===== config.mk =====
export PLATFORM = sky130hd
export DESIGN_NAME = y86_execute_stage_unit_flat
export DESIGN_NICKNAME = d
export VERILOG_FILES = /design/src/hw/rtl/y86ex_pkg.sv /design/src/hw/rtl/y86ex_in_if.sv /design/src/hw/rtl/y86ex_out_if.sv /design/src/hw/rtl/y86_execute_stage_unit.sv /design/src/hw/rtl/y86ex_cond.sv /design/src/hw/rtl/y86ex_alu.sv /design/src/flat_wrapper.sv
export SDC_FILE = /design/constraint.sdc
export NUM_CORES = 1
export LEC_CHECK = 0
export ABC_AREA = 0
export BUFFER_PORTS_ARGS = -buffer_cell sky130_fd_sc_hd__buf_2
export CAP_MARGIN = 15
export CORE_MARGIN = 2
export CORE_UTILIZATION = 35
export CTS_BUF_LIST = sky130_fd_sc_hd__clkbuf_4 sky130_fd_sc_hd__clkbuf_8
export CTS_CLUSTER_SIZE = 20
export DETAILED_ROUTE_END_ITERATION = 10
export PLACE_DENSITY_LB_ADDON = 0.3
export REMOVE_ABC_BUFFERS = 1
export SKIP_LAST_GASP = 1
export SLEW_MARGIN = 20
export SYNTH_ARGS = -nofsm -noshare
export SYNTH_HDL_FRONTEND = slang
export SYNTH_SLANG_ARGS = --single-unit

===== constraint.sdc =====
create_clock -name clk -period 14.2 [get_ports clk]
set_input_delay 3.55 -clock clk [delete_from_list [all_inputs] [get_ports clk]]
set_output_delay 3.55 -clock clk [all_outputs]
set_load 0.01 [all_outputs]

===== src/hw/rtl/y86ex_pkg.sv =====
// Shared types, codes and helpers for the Y86 execute stage.
package y86ex_pkg;

  // Datapath width of the ALU; port fields stay 32 bits.
  localparam int DATA_W = 32;
  localparam int FIELD_W = 32;
  localparam int StepConst = 4;
  localparam logic [3:0] RegNone = 4'hF;

  typedef enum logic [1:0] {
    STAT_AOK = 2'd0,
    STAT_HLT = 2'd1,
    STAT_ADR = 2'd2,
    STAT_INS = 2'd3
  } stat_t;

  typedef enum logic [3:0] {
    I_HALT    = 4'd0,
    I_NOP     = 4'd1,
    I_REGMOVE = 4'd2,
    I_IMMMOVE = 4'd3,
    I_STORE   = 4'd4,
    I_LOAD    = 4'd5,
    I_OPL     = 4'd6,
    I_JXX     = 4'd7,
    I_CALL    = 4'd8,
    I_RET     = 4'd9,
    I_PUSHL   = 4'd10,
    I_POPL    = 4'd11,
    I_DUMP    = 4'd12
  } icode_t;

  typedef enum logic [3:0] {
    ALU_ADD = 4'd0,
    ALU_SUB = 4'd1,
    ALU_AND = 4'd2,
    ALU_XOR = 4'd3
  } alu_fn_t;

  typedef enum logic [3:0] {
    C_ALWAYS = 4'd0,
    C_LE     = 4'd1,
    C_L      = 4'd2,
    C_E      = 4'd3,
    C_NE     = 4'd4,
    C_GE     = 4'd5,
    C_G      = 4'd6
  } cond_t;

  typedef struct packed {
    logic zf;
    logic sf;
    logic of;
    logic enabled;
  } flag_state_t;

  localparam flag_state_t FlagsReset = '{zf: 1'b0, sf: 1'b0, of: 1'b0, enabled: 1'b1};

  typedef struct packed {
    logic [1:0]                stage_status;
    logic [3:0]                instr_code;
    logic [3:0]                instr_func;
    logic signed [FIELD_W-1:0] const_value;
    logic signed [FIELD_W-1:0] value_a;
    logic signed [FIELD_W-1:0] value_b;
    logic [3:0]                dest_e_in;
    logic [3:0]                dest_m_in;
    logic [1:0]                mem_stage_status;
    logic [1:0]                wb_stage_status;
  } in_item_t;

  typedef struct packed {
    logic [1:0]                out_status;
    logic [3:0]                out_code;
    logic                      cond_true;
    logic signed [FIELD_W-1:0] exec_value;
    logic signed [FIELD_W-1:0] pass_value_a;
    logic [3:0]                dest_e_out;
    logic [3:0]                dest_m_out;
    logic                      bubble_memory;
  } out_item_t;

  // Sign-extend or truncate a port word to the datapath width.
  function automatic logic [DATA_W-1:0] to_dw(input logic signed [FIELD_W-1:0] v);
    logic signed [63:0] w;
    w = 64'(v);
    return w[DATA_W-1:0];
  endfunction

  // Zero-extend or truncate a datapath word back to the port width.
  function automatic logic [FIELD_W-1:0] from_dw(input logic [DATA_W-1:0] r);
    logic [63:0] z;
    z = 64'(r);
    return z[FIELD_W-1:0];
  endfunction

endpackage


===== src/hw/rtl/y86ex_in_if.sv =====
// Input channel: one decoded instruction per item.
interface y86ex_in_if;
  logic                                 valid;
  logic                                 ready;
  logic [1:0]                           stage_status;
  logic [3:0]                           instr_code;
  logic [3:0]                           instr_func;
  logic signed [y86ex_pkg::FIELD_W-1:0] const_value;
  logic signed [y86ex_pkg::FIELD_W-1:0] value_a;
  logic signed [y86ex_pkg::FIELD_W-1:0] value_b;
  logic [3:0]                           dest_e_in;
  logic [3:0]                           dest_m_in;
  logic [1:0]                           mem_stage_status;
  logic [1:0]                           wb_stage_status;

  modport source (
    output valid, stage_status, instr_code, instr_func, const_value, value_a, value_b,
           dest_e_in, dest_m_in, mem_stage_status, wb_stage_status,
    input  ready
  );
  modport sink (
    input  valid, stage_status, instr_code, instr_func, const_value, value_a, value_b,
           dest_e_in, dest_m_in, mem_stage_status, wb_stage_status,
    output ready
  );
endinterface


===== src/hw/rtl/y86ex_out_if.sv =====
// Output channel: one execute result per item.
interface y86ex_out_if;
  logic                                 valid;
  logic                                 ready;
  logic [1:0]                           out_status;
  logic [3:0]                           out_code;
  logic                                 cond_true;
  logic signed [y86ex_pkg::FIELD_W-1:0] exec_value;
  logic signed [y86ex_pkg::FIELD_W-1:0] pass_value_a;
  logic [3:0]                           dest_e_out;
  logic [3:0]                           dest_m_out;
  logic                                 bubble_memory;

  modport source (
    output valid, out_status, out_code, cond_true, exec_value, pass_value_a,
           dest_e_out, dest_m_out, bubble_memory,
    input  ready
  );
  modport sink (
    input  valid, out_status, out_code, cond_true, exec_value, pass_value_a,
           dest_e_out, dest_m_out, bubble_memory,
    output ready
  );
endinterface


===== src/hw/rtl/y86_execute_stage_unit.sv =====
// Y86 execute stage: input register, execute logic, flag state, result register.
// Path: an accepted instruction is held in the input register, executed, and then
// held in the result register, from which its result can be taken.
// Throughput: one instruction per cycle while results are taken; the flags feed back.
// Stalls: while a result waits, the input register takes one more instruction,
// then the input holds off until the result is taken.
// Reset (synchronous, rst high): both stages empty, ZF/SF/OF cleared,
// flag updates enabled again.
module y86_execute_stage_unit (
  input  logic               clk,
  input  logic               rst,
  y86ex_in_if.sink           instr,
  y86ex_out_if.source        result
);

  // Input register
  y86ex_pkg::in_item_t    s1_item;
  logic                   s1_valid;

  // Result register
  y86ex_pkg::out_item_t   out_item;
  logic                   out_valid;

  // Condition codes and the exception freeze bit
  y86ex_pkg::flag_state_t flags;
  y86ex_pkg::flag_state_t flags_next;
  y86ex_pkg::out_item_t   res_next;

  logic advance;
  logic s1_fire;

  // Result register can take a new item when empty or being drained
  assign advance       = !out_valid || result.ready;
  assign s1_fire       = s1_valid && advance;
  assign instr.ready   = !s1_valid || advance;

  always_ff @(posedge clk) begin
    if (rst) begin
      s1_valid <= 1'b0;
    end else if (instr.ready) begin
      s1_valid <= instr.valid;
    end
  end

  always_ff @(posedge clk) begin
    if (instr.valid && instr.ready) begin
      s1_item.stage_status     <= instr.stage_status;
      s1_item.instr_code       <= instr.instr_code;
      s1_item.instr_func       <= instr.instr_func;
      s1_item.const_value      <= instr.const_value;
      s1_item.value_a          <= instr.value_a;
      s1_item.value_b          <= instr.value_b;
      s1_item.dest_e_in        <= instr.dest_e_in;
      s1_item.dest_m_in        <= instr.dest_m_in;
      s1_item.mem_stage_status <= instr.mem_stage_status;
      s1_item.wb_stage_status  <= instr.wb_stage_status;
    end
  end

  y86ex_alu u_alu (
    .item       (s1_item),
    .flags      (flags),
    .res        (res_next),
    .flags_next (flags_next)
  );

  // Flags commit only when the instruction moves on, so order is kept
  always_ff @(posedge clk) begin
    if (rst) begin
      flags <= y86ex_pkg::FlagsReset;
    end else if (s1_fire) begin
      flags <= flags_next;
    end
  end

  always_ff @(posedge clk) begin
    if (rst) begin
      out_valid <= 1'b0;
    end else if (advance) begin
      out_valid <= s1_valid;
    end
  end

  always_ff @(posedge clk) begin
    if (s1_fire) begin
      out_item <= res_next;
    end
  end

  assign result.valid         = out_valid;
  assign result.out_status    = out_item.out_status;
  assign result.out_code      = out_item.out_code;
  assign result.cond_true     = out_item.cond_true;
  assign result.exec_value    = out_item.exec_value;
  assign result.pass_value_a  = out_item.pass_value_a;
  assign result.dest_e_out    = out_item.dest_e_out;
  assign result.dest_m_out    = out_item.dest_m_out;
  assign result.bubble_memory = out_item.bubble_memory;

`ifndef SYNTHESIS
  // Once frozen, flag updates stay off until reset
  a_freeze_sticky: assert property (@(posedge clk) disable iff (rst)
    !flags.enabled |=> !flags.enabled)
    else $error("flag freeze released without reset");

  // Flags move only when an instruction leaves the input register
  a_flags_hold: assert property (@(posedge clk) disable iff (rst)
    !s1_fire |=> $stable(flags))
    else $error("flags changed with no instruction executing");

  // A not-taken cmov never writes a register
  a_cmov_dest: assert property (@(posedge clk) disable iff (rst)
    (out_valid && !out_item.bubble_memory && out_item.out_code == y86ex_pkg::I_REGMOVE &&
     !out_item.cond_true) |-> (out_item.dest_e_out == y86ex_pkg::RegNone))
    else $error("cmov not taken but destination kept");

  // A bubble carries a nop with no destinations
  a_bubble_nop: assert property (@(posedge clk) disable iff (rst)
    (out_valid && out_item.bubble_memory) |->
      (out_item.out_code == y86ex_pkg::I_NOP && out_item.dest_e_out == y86ex_pkg::RegNone &&
       out_item.dest_m_out == y86ex_pkg::RegNone))
    else $error("bubble result is not a nop");
`endif

endmodule


===== src/hw/rtl/y86ex_cond.sv =====
// Jump / cmov condition evaluation from the current flags.
module y86ex_cond (
  input  y86ex_pkg::flag_state_t flags,
  input  logic [3:0]             sel,
  output logic                   taken
);

  logic lt;

  assign lt = flags.sf ^ flags.of;

  always_comb begin
    case (sel)
      y86ex_pkg::C_ALWAYS: taken = 1'b1;
      y86ex_pkg::C_LE:     taken = lt | flags.zf;
      y86ex_pkg::C_L:      taken = lt;
      y86ex_pkg::C_E:      taken = flags.zf;
      y86ex_pkg::C_NE:     taken = ~flags.zf;
      y86ex_pkg::C_GE:     taken = ~lt;
      y86ex_pkg::C_G:      taken = ~lt & ~flags.zf;
      default:             taken = 1'b0;
    endcase
  end

endmodule


===== src/hw/rtl/y86ex_alu.sv =====
// Execute logic: valE, condition, flag next state and bubble handling.
module y86ex_alu (
  input  y86ex_pkg::in_item_t    item,
  input  y86ex_pkg::flag_state_t flags,
  output y86ex_pkg::out_item_t   res,
  output y86ex_pkg::flag_state_t flags_next
);

  localparam int Msb = y86ex_pkg::DATA_W - 1;

  logic [Msb:0]           a;
  logic [Msb:0]           b;
  logic [Msb:0]           c;
  logic [Msb:0]           vale;
  logic [1:0]             stat;
  logic                   cond_eval;
  logic                   cnd;
  logic                   enabled;
  logic                   alu_ok;
  logic                   alu_of;
  logic                   bubble;
  logic [3:0]             dste;
  y86ex_pkg::flag_state_t nf;

  y86ex_cond u_cond (
    .flags (flags),
    .sel   (item.instr_func),
    .taken (cond_eval)
  );

  assign a = y86ex_pkg::to_dw(item.value_a);
  assign b = y86ex_pkg::to_dw(item.value_b);
  assign c = y86ex_pkg::to_dw(item.const_value);

  always_comb begin
    // any exception in this stage freezes flags from here on
    enabled    = flags.enabled & (item.stage_status == y86ex_pkg::STAT_AOK);
    nf         = flags;
    nf.enabled = enabled;
    stat       = item.stage_status;
    vale       = '0;
    cnd        = 1'b0;
    alu_ok     = 1'b1;
    alu_of     = 1'b0;

    if (item.stage_status != y86ex_pkg::STAT_INS) begin
      case (item.instr_code)
        y86ex_pkg::I_REGMOVE, y86ex_pkg::I_JXX: begin
          cnd  = cond_eval;
          vale = a;
        end
        y86ex_pkg::I_IMMMOVE, y86ex_pkg::I_DUMP: vale = c;
        y86ex_pkg::I_STORE, y86ex_pkg::I_LOAD: vale = c + b;
        y86ex_pkg::I_OPL: begin
          case (item.instr_func)
            y86ex_pkg::ALU_ADD: begin
              vale   = b + a;
              alu_of = (a[Msb] == b[Msb]) && (vale[Msb] != b[Msb]);
            end
            y86ex_pkg::ALU_SUB: begin
              vale   = b - a;
              alu_of = (a[Msb] != b[Msb]) && (vale[Msb] != b[Msb]);
            end
            y86ex_pkg::ALU_AND: vale = b & a;
            y86ex_pkg::ALU_XOR: vale = b ^ a;
            default: begin
              alu_ok = 1'b0;
              stat   = y86ex_pkg::STAT_INS;
              vale   = '0;
            end
          endcase
          if (enabled) begin
            if (alu_ok) begin
              nf.of = alu_of;
            end
            nf.zf = (vale == '0);
            nf.sf = vale[Msb];
          end
        end
        y86ex_pkg::I_CALL, y86ex_pkg::I_PUSHL: vale = b - y86ex_pkg::DATA_W'(y86ex_pkg::StepConst);
        y86ex_pkg::I_RET, y86ex_pkg::I_POPL:   vale = b + y86ex_pkg::DATA_W'(y86ex_pkg::StepConst);
        default: vale = '0;
      endcase
    end

    // cmov not taken: no register write
    dste = item.dest_e_in;
    if (item.instr_code == y86ex_pkg::I_REGMOVE && !cnd) begin
      dste = y86ex_pkg::RegNone;
    end

    bubble = (item.mem_stage_status != y86ex_pkg::STAT_AOK) ||
             (item.wb_stage_status != y86ex_pkg::STAT_AOK);

    if (bubble) begin
      if (enabled) begin
        nf.zf = 1'b0;
        nf.sf = 1'b0;
        nf.of = 1'b0;
      end
      res.out_status    = y86ex_pkg::STAT_AOK;
      res.out_code      = y86ex_pkg::I_NOP;
      res.cond_true     = 1'b0;
      res.exec_value    = '0;
      res.pass_value_a  = '0;
      res.dest_e_out    = y86ex_pkg::RegNone;
      res.dest_m_out    = y86ex_pkg::RegNone;
      res.bubble_memory = 1'b1;
    end else begin
      res.out_status    = stat;
      res.out_code      = item.instr_code;
      res.cond_true     = cnd;
      res.exec_value    = y86ex_pkg::from_dw(vale);
      res.pass_value_a  = item.value_a;
      res.dest_e_out    = dste;
      res.dest_m_out    = item.dest_m_in;
      res.bubble_memory = 1'b0;
    end

    flags_next = nf;
  end

endmodule


===== src/flat_wrapper.sv =====
// flat-port wrapper written by rule: the top's interface ports become plain ports
module y86_execute_stage_unit_flat 
  (clk, rst, instr_valid, instr_stage_status, instr_instr_code, instr_instr_func, instr_const_value, instr_value_a, instr_value_b, instr_dest_e_in, instr_dest_m_in, instr_mem_stage_status, instr_wb_stage_status, instr_ready, result_valid, result_out_status, result_out_code, result_cond_true, result_exec_value, result_pass_value_a, result_dest_e_out, result_dest_m_out, result_bubble_memory, result_ready);
  y86ex_in_if instr_i ();
  y86ex_out_if result_i ();
  input  logic clk;
  input  logic rst;
  input wire logic [$bits(instr_i.valid)-1:0] instr_valid;
  input wire logic [$bits(instr_i.stage_status)-1:0] instr_stage_status;
  input wire logic [$bits(instr_i.instr_code)-1:0] instr_instr_code;
  input wire logic [$bits(instr_i.instr_func)-1:0] instr_instr_func;
  input wire logic [$bits(instr_i.const_value)-1:0] instr_const_value;
  input wire logic [$bits(instr_i.value_a)-1:0] instr_value_a;
  input wire logic [$bits(instr_i.value_b)-1:0] instr_value_b;
  input wire logic [$bits(instr_i.dest_e_in)-1:0] instr_dest_e_in;
  input wire logic [$bits(instr_i.dest_m_in)-1:0] instr_dest_m_in;
  input wire logic [$bits(instr_i.mem_stage_status)-1:0] instr_mem_stage_status;
  input wire logic [$bits(instr_i.wb_stage_status)-1:0] instr_wb_stage_status;
  output wire logic [$bits(instr_i.ready)-1:0] instr_ready;
  output wire logic [$bits(result_i.valid)-1:0] result_valid;
  output wire logic [$bits(result_i.out_status)-1:0] result_out_status;
  output wire logic [$bits(result_i.out_code)-1:0] result_out_code;
  output wire logic [$bits(result_i.cond_true)-1:0] result_cond_true;
  output wire logic [$bits(result_i.exec_value)-1:0] result_exec_value;
  output wire logic [$bits(result_i.pass_value_a)-1:0] result_pass_value_a;
  output wire logic [$bits(result_i.dest_e_out)-1:0] result_dest_e_out;
  output wire logic [$bits(result_i.dest_m_out)-1:0] result_dest_m_out;
  output wire logic [$bits(result_i.bubble_memory)-1:0] result_bubble_memory;
  input wire logic [$bits(result_i.ready)-1:0] result_ready;
  assign instr_i.valid = instr_valid;
  assign instr_i.stage_status = instr_stage_status;
  assign instr_i.instr_code = instr_instr_code;
  assign instr_i.instr_func = instr_instr_func;
  assign instr_i.const_value = instr_const_value;
  assign instr_i.value_a = instr_value_a;
  assign instr_i.value_b = instr_value_b;
  assign instr_i.dest_e_in = instr_dest_e_in;
  assign instr_i.dest_m_in = instr_dest_m_in;
  assign instr_i.mem_stage_status = instr_mem_stage_status;
  assign instr_i.wb_stage_status = instr_wb_stage_status;
  assign instr_ready = instr_i.ready;
  assign result_valid = result_i.valid;
  assign result_out_status = result_i.out_status;
  assign result_out_code = result_i.out_code;
  assign result_cond_true = result_i.cond_true;
  assign result_exec_value = result_i.exec_value;
  assign result_pass_value_a = result_i.pass_value_a;
  assign result_dest_e_out = result_i.dest_e_out;
  assign result_dest_m_out = result_i.dest_m_out;
  assign result_bubble_memory = result_i.bubble_memory;
  assign result_i.ready = result_ready;
  y86_execute_stage_unit u_core (.clk(clk), .rst(rst), .instr(instr_i), .result(result_i));
endmodule

==> impl_metrics.yaml <==
worst_setup_path:
  crit_required_ns: 10.65
  path_class: "in2out"
  cp-start-kind: "input port"
  reg2regPathDepth: 16
  critPathMaxFanout: 5
  endpoint_kind: "primary output"
  arrival_ns: 4.28
power_and_ir_drop:
  switching_power_mw: 0.565
  power.internal_mw: 1.25
  finalPower_mw: 1.81
  vdd_drop_max_mv: 0.0648
  pwr-share-comb_pct: 24.9
  switching_share_pct: 31.1
  cellLeakagePower_nw: 6.80
  clockPowerShare_pct: 35.4
  share_seq_of_total_power_pct: 39.8
  p_per_area_nw_per_um2: 102
finish:
  area_growth_pct: 16.4
  finalNonFillerCells: 2404
  utilization_pct: 41.2
  drive_gt1_share_pct: 17.9
  layout.nets: 2041
  final_cell_area_um2: 17700
  diodes: 0
routing:
  initialDrtViolationCount: 1321
  ant_nets: 0
  wl_per_cell_um: 22.3
  dr_total_vias: 14000
  wl_um: 53500
  drc: 0
  first_pass_iters: 6
  via_per_inst: 5.83
cts:
  numClockSinks: 204
  clkTransAtPathRegs_ns: 0.06
  cts_tree: "built"
  h-tree-depth: 2
  clk_path_buf_depth: 3
  cts_setup_buffers: 0
  clock_latency_ns: 0.60
  cts-hold-fix-buffers: 0
  cts_resized: 0
  cts-root-buf: "clkbuf_8"
  numCtsBuffers: 35
logic_synthesis:
  ys_seq_area_share_pct: 39.8
  synth-async-reset-ratio_pct: 0
  yosysTopAreaCell: "edfxtp_1"
  synth_ff_type: "edfxtp_1"
  ys_ff_latch: 204
  synthTopCellsByCount: "198 x edfxtp_1, 154 x nor2_1, 132 x a21oi_1, 123 x ha_1, 99 x nand2_1"
  synth.distinct_cells: 91
  syn_area_per_cell_um2: 9.45
  synth_area_um2: 15200
  synth_top_area_share_pct: 39.1
  yosysMostFrequentCell: "edfxtp_1"
  ys_warn_count: 0
  synth_edf_count: 198
  syn_inst: 1610
  synth_area_leaders: "edfxtp_1 39%, ha_1 10%, a21oi_1 4.3%"
timing:
  setup_slack_ns: 6.37
  worstMarginPinSlew_ns: 1.14
  fin_worst_skew_ns: 0.0378
  fin_crit_ns: 7.83
  slew_headroom_pct: 23.9
  grt_setup_unrepaired: "false"
  max_freq_mhz: 128
  fin_setup_tns_ns: 0
  finalCritPeriodShare_pct: 55.2
  setup_viol: 0
  hold_ws_ns: 0.483
  final_max_slew_viol_count: 0
  hold_viol: 0
global_routing:
  overflow: 0
  grt_pass1_vias: 13700
  antenna_found_initial: 0
  grt_util_all_layers_pct: 23.5
  grt_pass1_wl_um: 80800
  grt_max_degree: 70
job:
  max-cap-violations: 0
placed_design:
  placed_cells: 2340
  place_congestion: 0.954
  dp_hpwl_um: 39700
  dp_slack_ns: 6.37
  dpl_cell_area_um2: 16900
  io_buffers: 203
outcome:
  outcome: "complete, no violations"
floorplanning:
  dieArea_um2: 45200
  io_pins: 204
  die_w_um: 213
  start_util_pct: 35.4
  dieHeight_um: 213
  core_area_um2: 43000
  rows: 76
worst_hold_path:
  hp-class: "reg2reg"
  hold_path_depth: 2
cells by family (layout without fill, tap and decap cells):
family / count (synthesis) / in the layout / share of synthesized area (%)
AND/OR/NAND/NOR: 517 / 517 / 17.1
flip-flops: 204 / 204 / 39.8
adder cells (fa/ha/maj): 127 / 127 / 10.6
AO/OA/AOI/OAI: 532 / 532 / 24.1
XOR/XNOR: 62 / 62 / 3.57
multiplexers: 9 / 9 / 0.773
buffers and inverters: 159 / 368 / 3.96
cell usage in the layout (no fill, tap or decap), types with 17 or more instances in the layout:
cell type  count
a211oi_1      20
a21o_1        39
a21oi_1      132
a221oi_1      19
a222oi_1      24
a31oi_1       32
buf_2        203
buf_4         20
clkbuf_8      35
edfxtp_1     198
ha_1         123
inv_1         78
nand2_1       99
nand2b_1      32
nand3_1       39
nor2_1       153
nor2b_1       17
nor3_1        41
o211ai_1      26
o21ai_0       86
o21bai_1      22
xnor2_1       40
xor2_1        22
final cells by class:
class                           count  area, um^2
Clock buffer                       42         534
Tap cell                          585         732
Clock inverter                     22         299
Inverter                           81         304
Fill cell                        4348       25300
Multi-Input combinational cell   1247        8620
Timing Repair Buffer              223        1170
Sequential cell                   204        6070
routing by layer:
| metal | part of all wire (%) | vias up | GRT usage, % |
|---|---|---|---|
| met5 | 0 | - | 0 |
| met4 | 2.9 | 0 | 7.86 |
| met3 | 7.3 | 95 | 4.82 |
| met2 | 45 | 583 | 37.3 |
| met1 | 45 | 6777 | 31.8 |
| li1 | - | 6567 | - |
worst max-delay path, stage by stage:
cell     delay, ns
buf_2         0.09
nor2b_1       0.35
nand2_1       0.13
buf_2         0.16
sequential cells by signal, summed over array words and instances, names as in the netlist, 2 cells and up:
signal	flops
u_core.result.pass_value_a	32
u_core.result.dest_e_out	4
u_core.flags	4
u_core.result.exec_value	32
u_core.result.out_status	2
u_core.s1_item	118
u_core.result.dest_m_out	4
u_core.result.out_code	4
power groups by stage:
stage | combinational (mW) | clock, mW | sequential (mW)
after global routing | 0.494 | 0.684 | 0.724
after floorplan | 0.296 | 0 | 0.735
after global placement | 0.437 | 0 | 0.733
after detailed placement | 0.442 | 0 | 0.733
final | 0.451 | 0.641 | 0.721
after CTS | 0.445 | 0.663 | 0.721
final timing paths:
path                                          start                            to  slack, ns
worst min register to register      u_core.flags[2]               u_core.flags[2]       0.48
worst max-delay path                   result_ready                   instr_ready       6.37
worst min-delay path                u_core.flags[2]               u_core.flags[2]       0.48
worst max register to register  u_core.s1_item[115]  u_core.result.exec_value[31]       8.53
(Power assumes the default switching activity.)
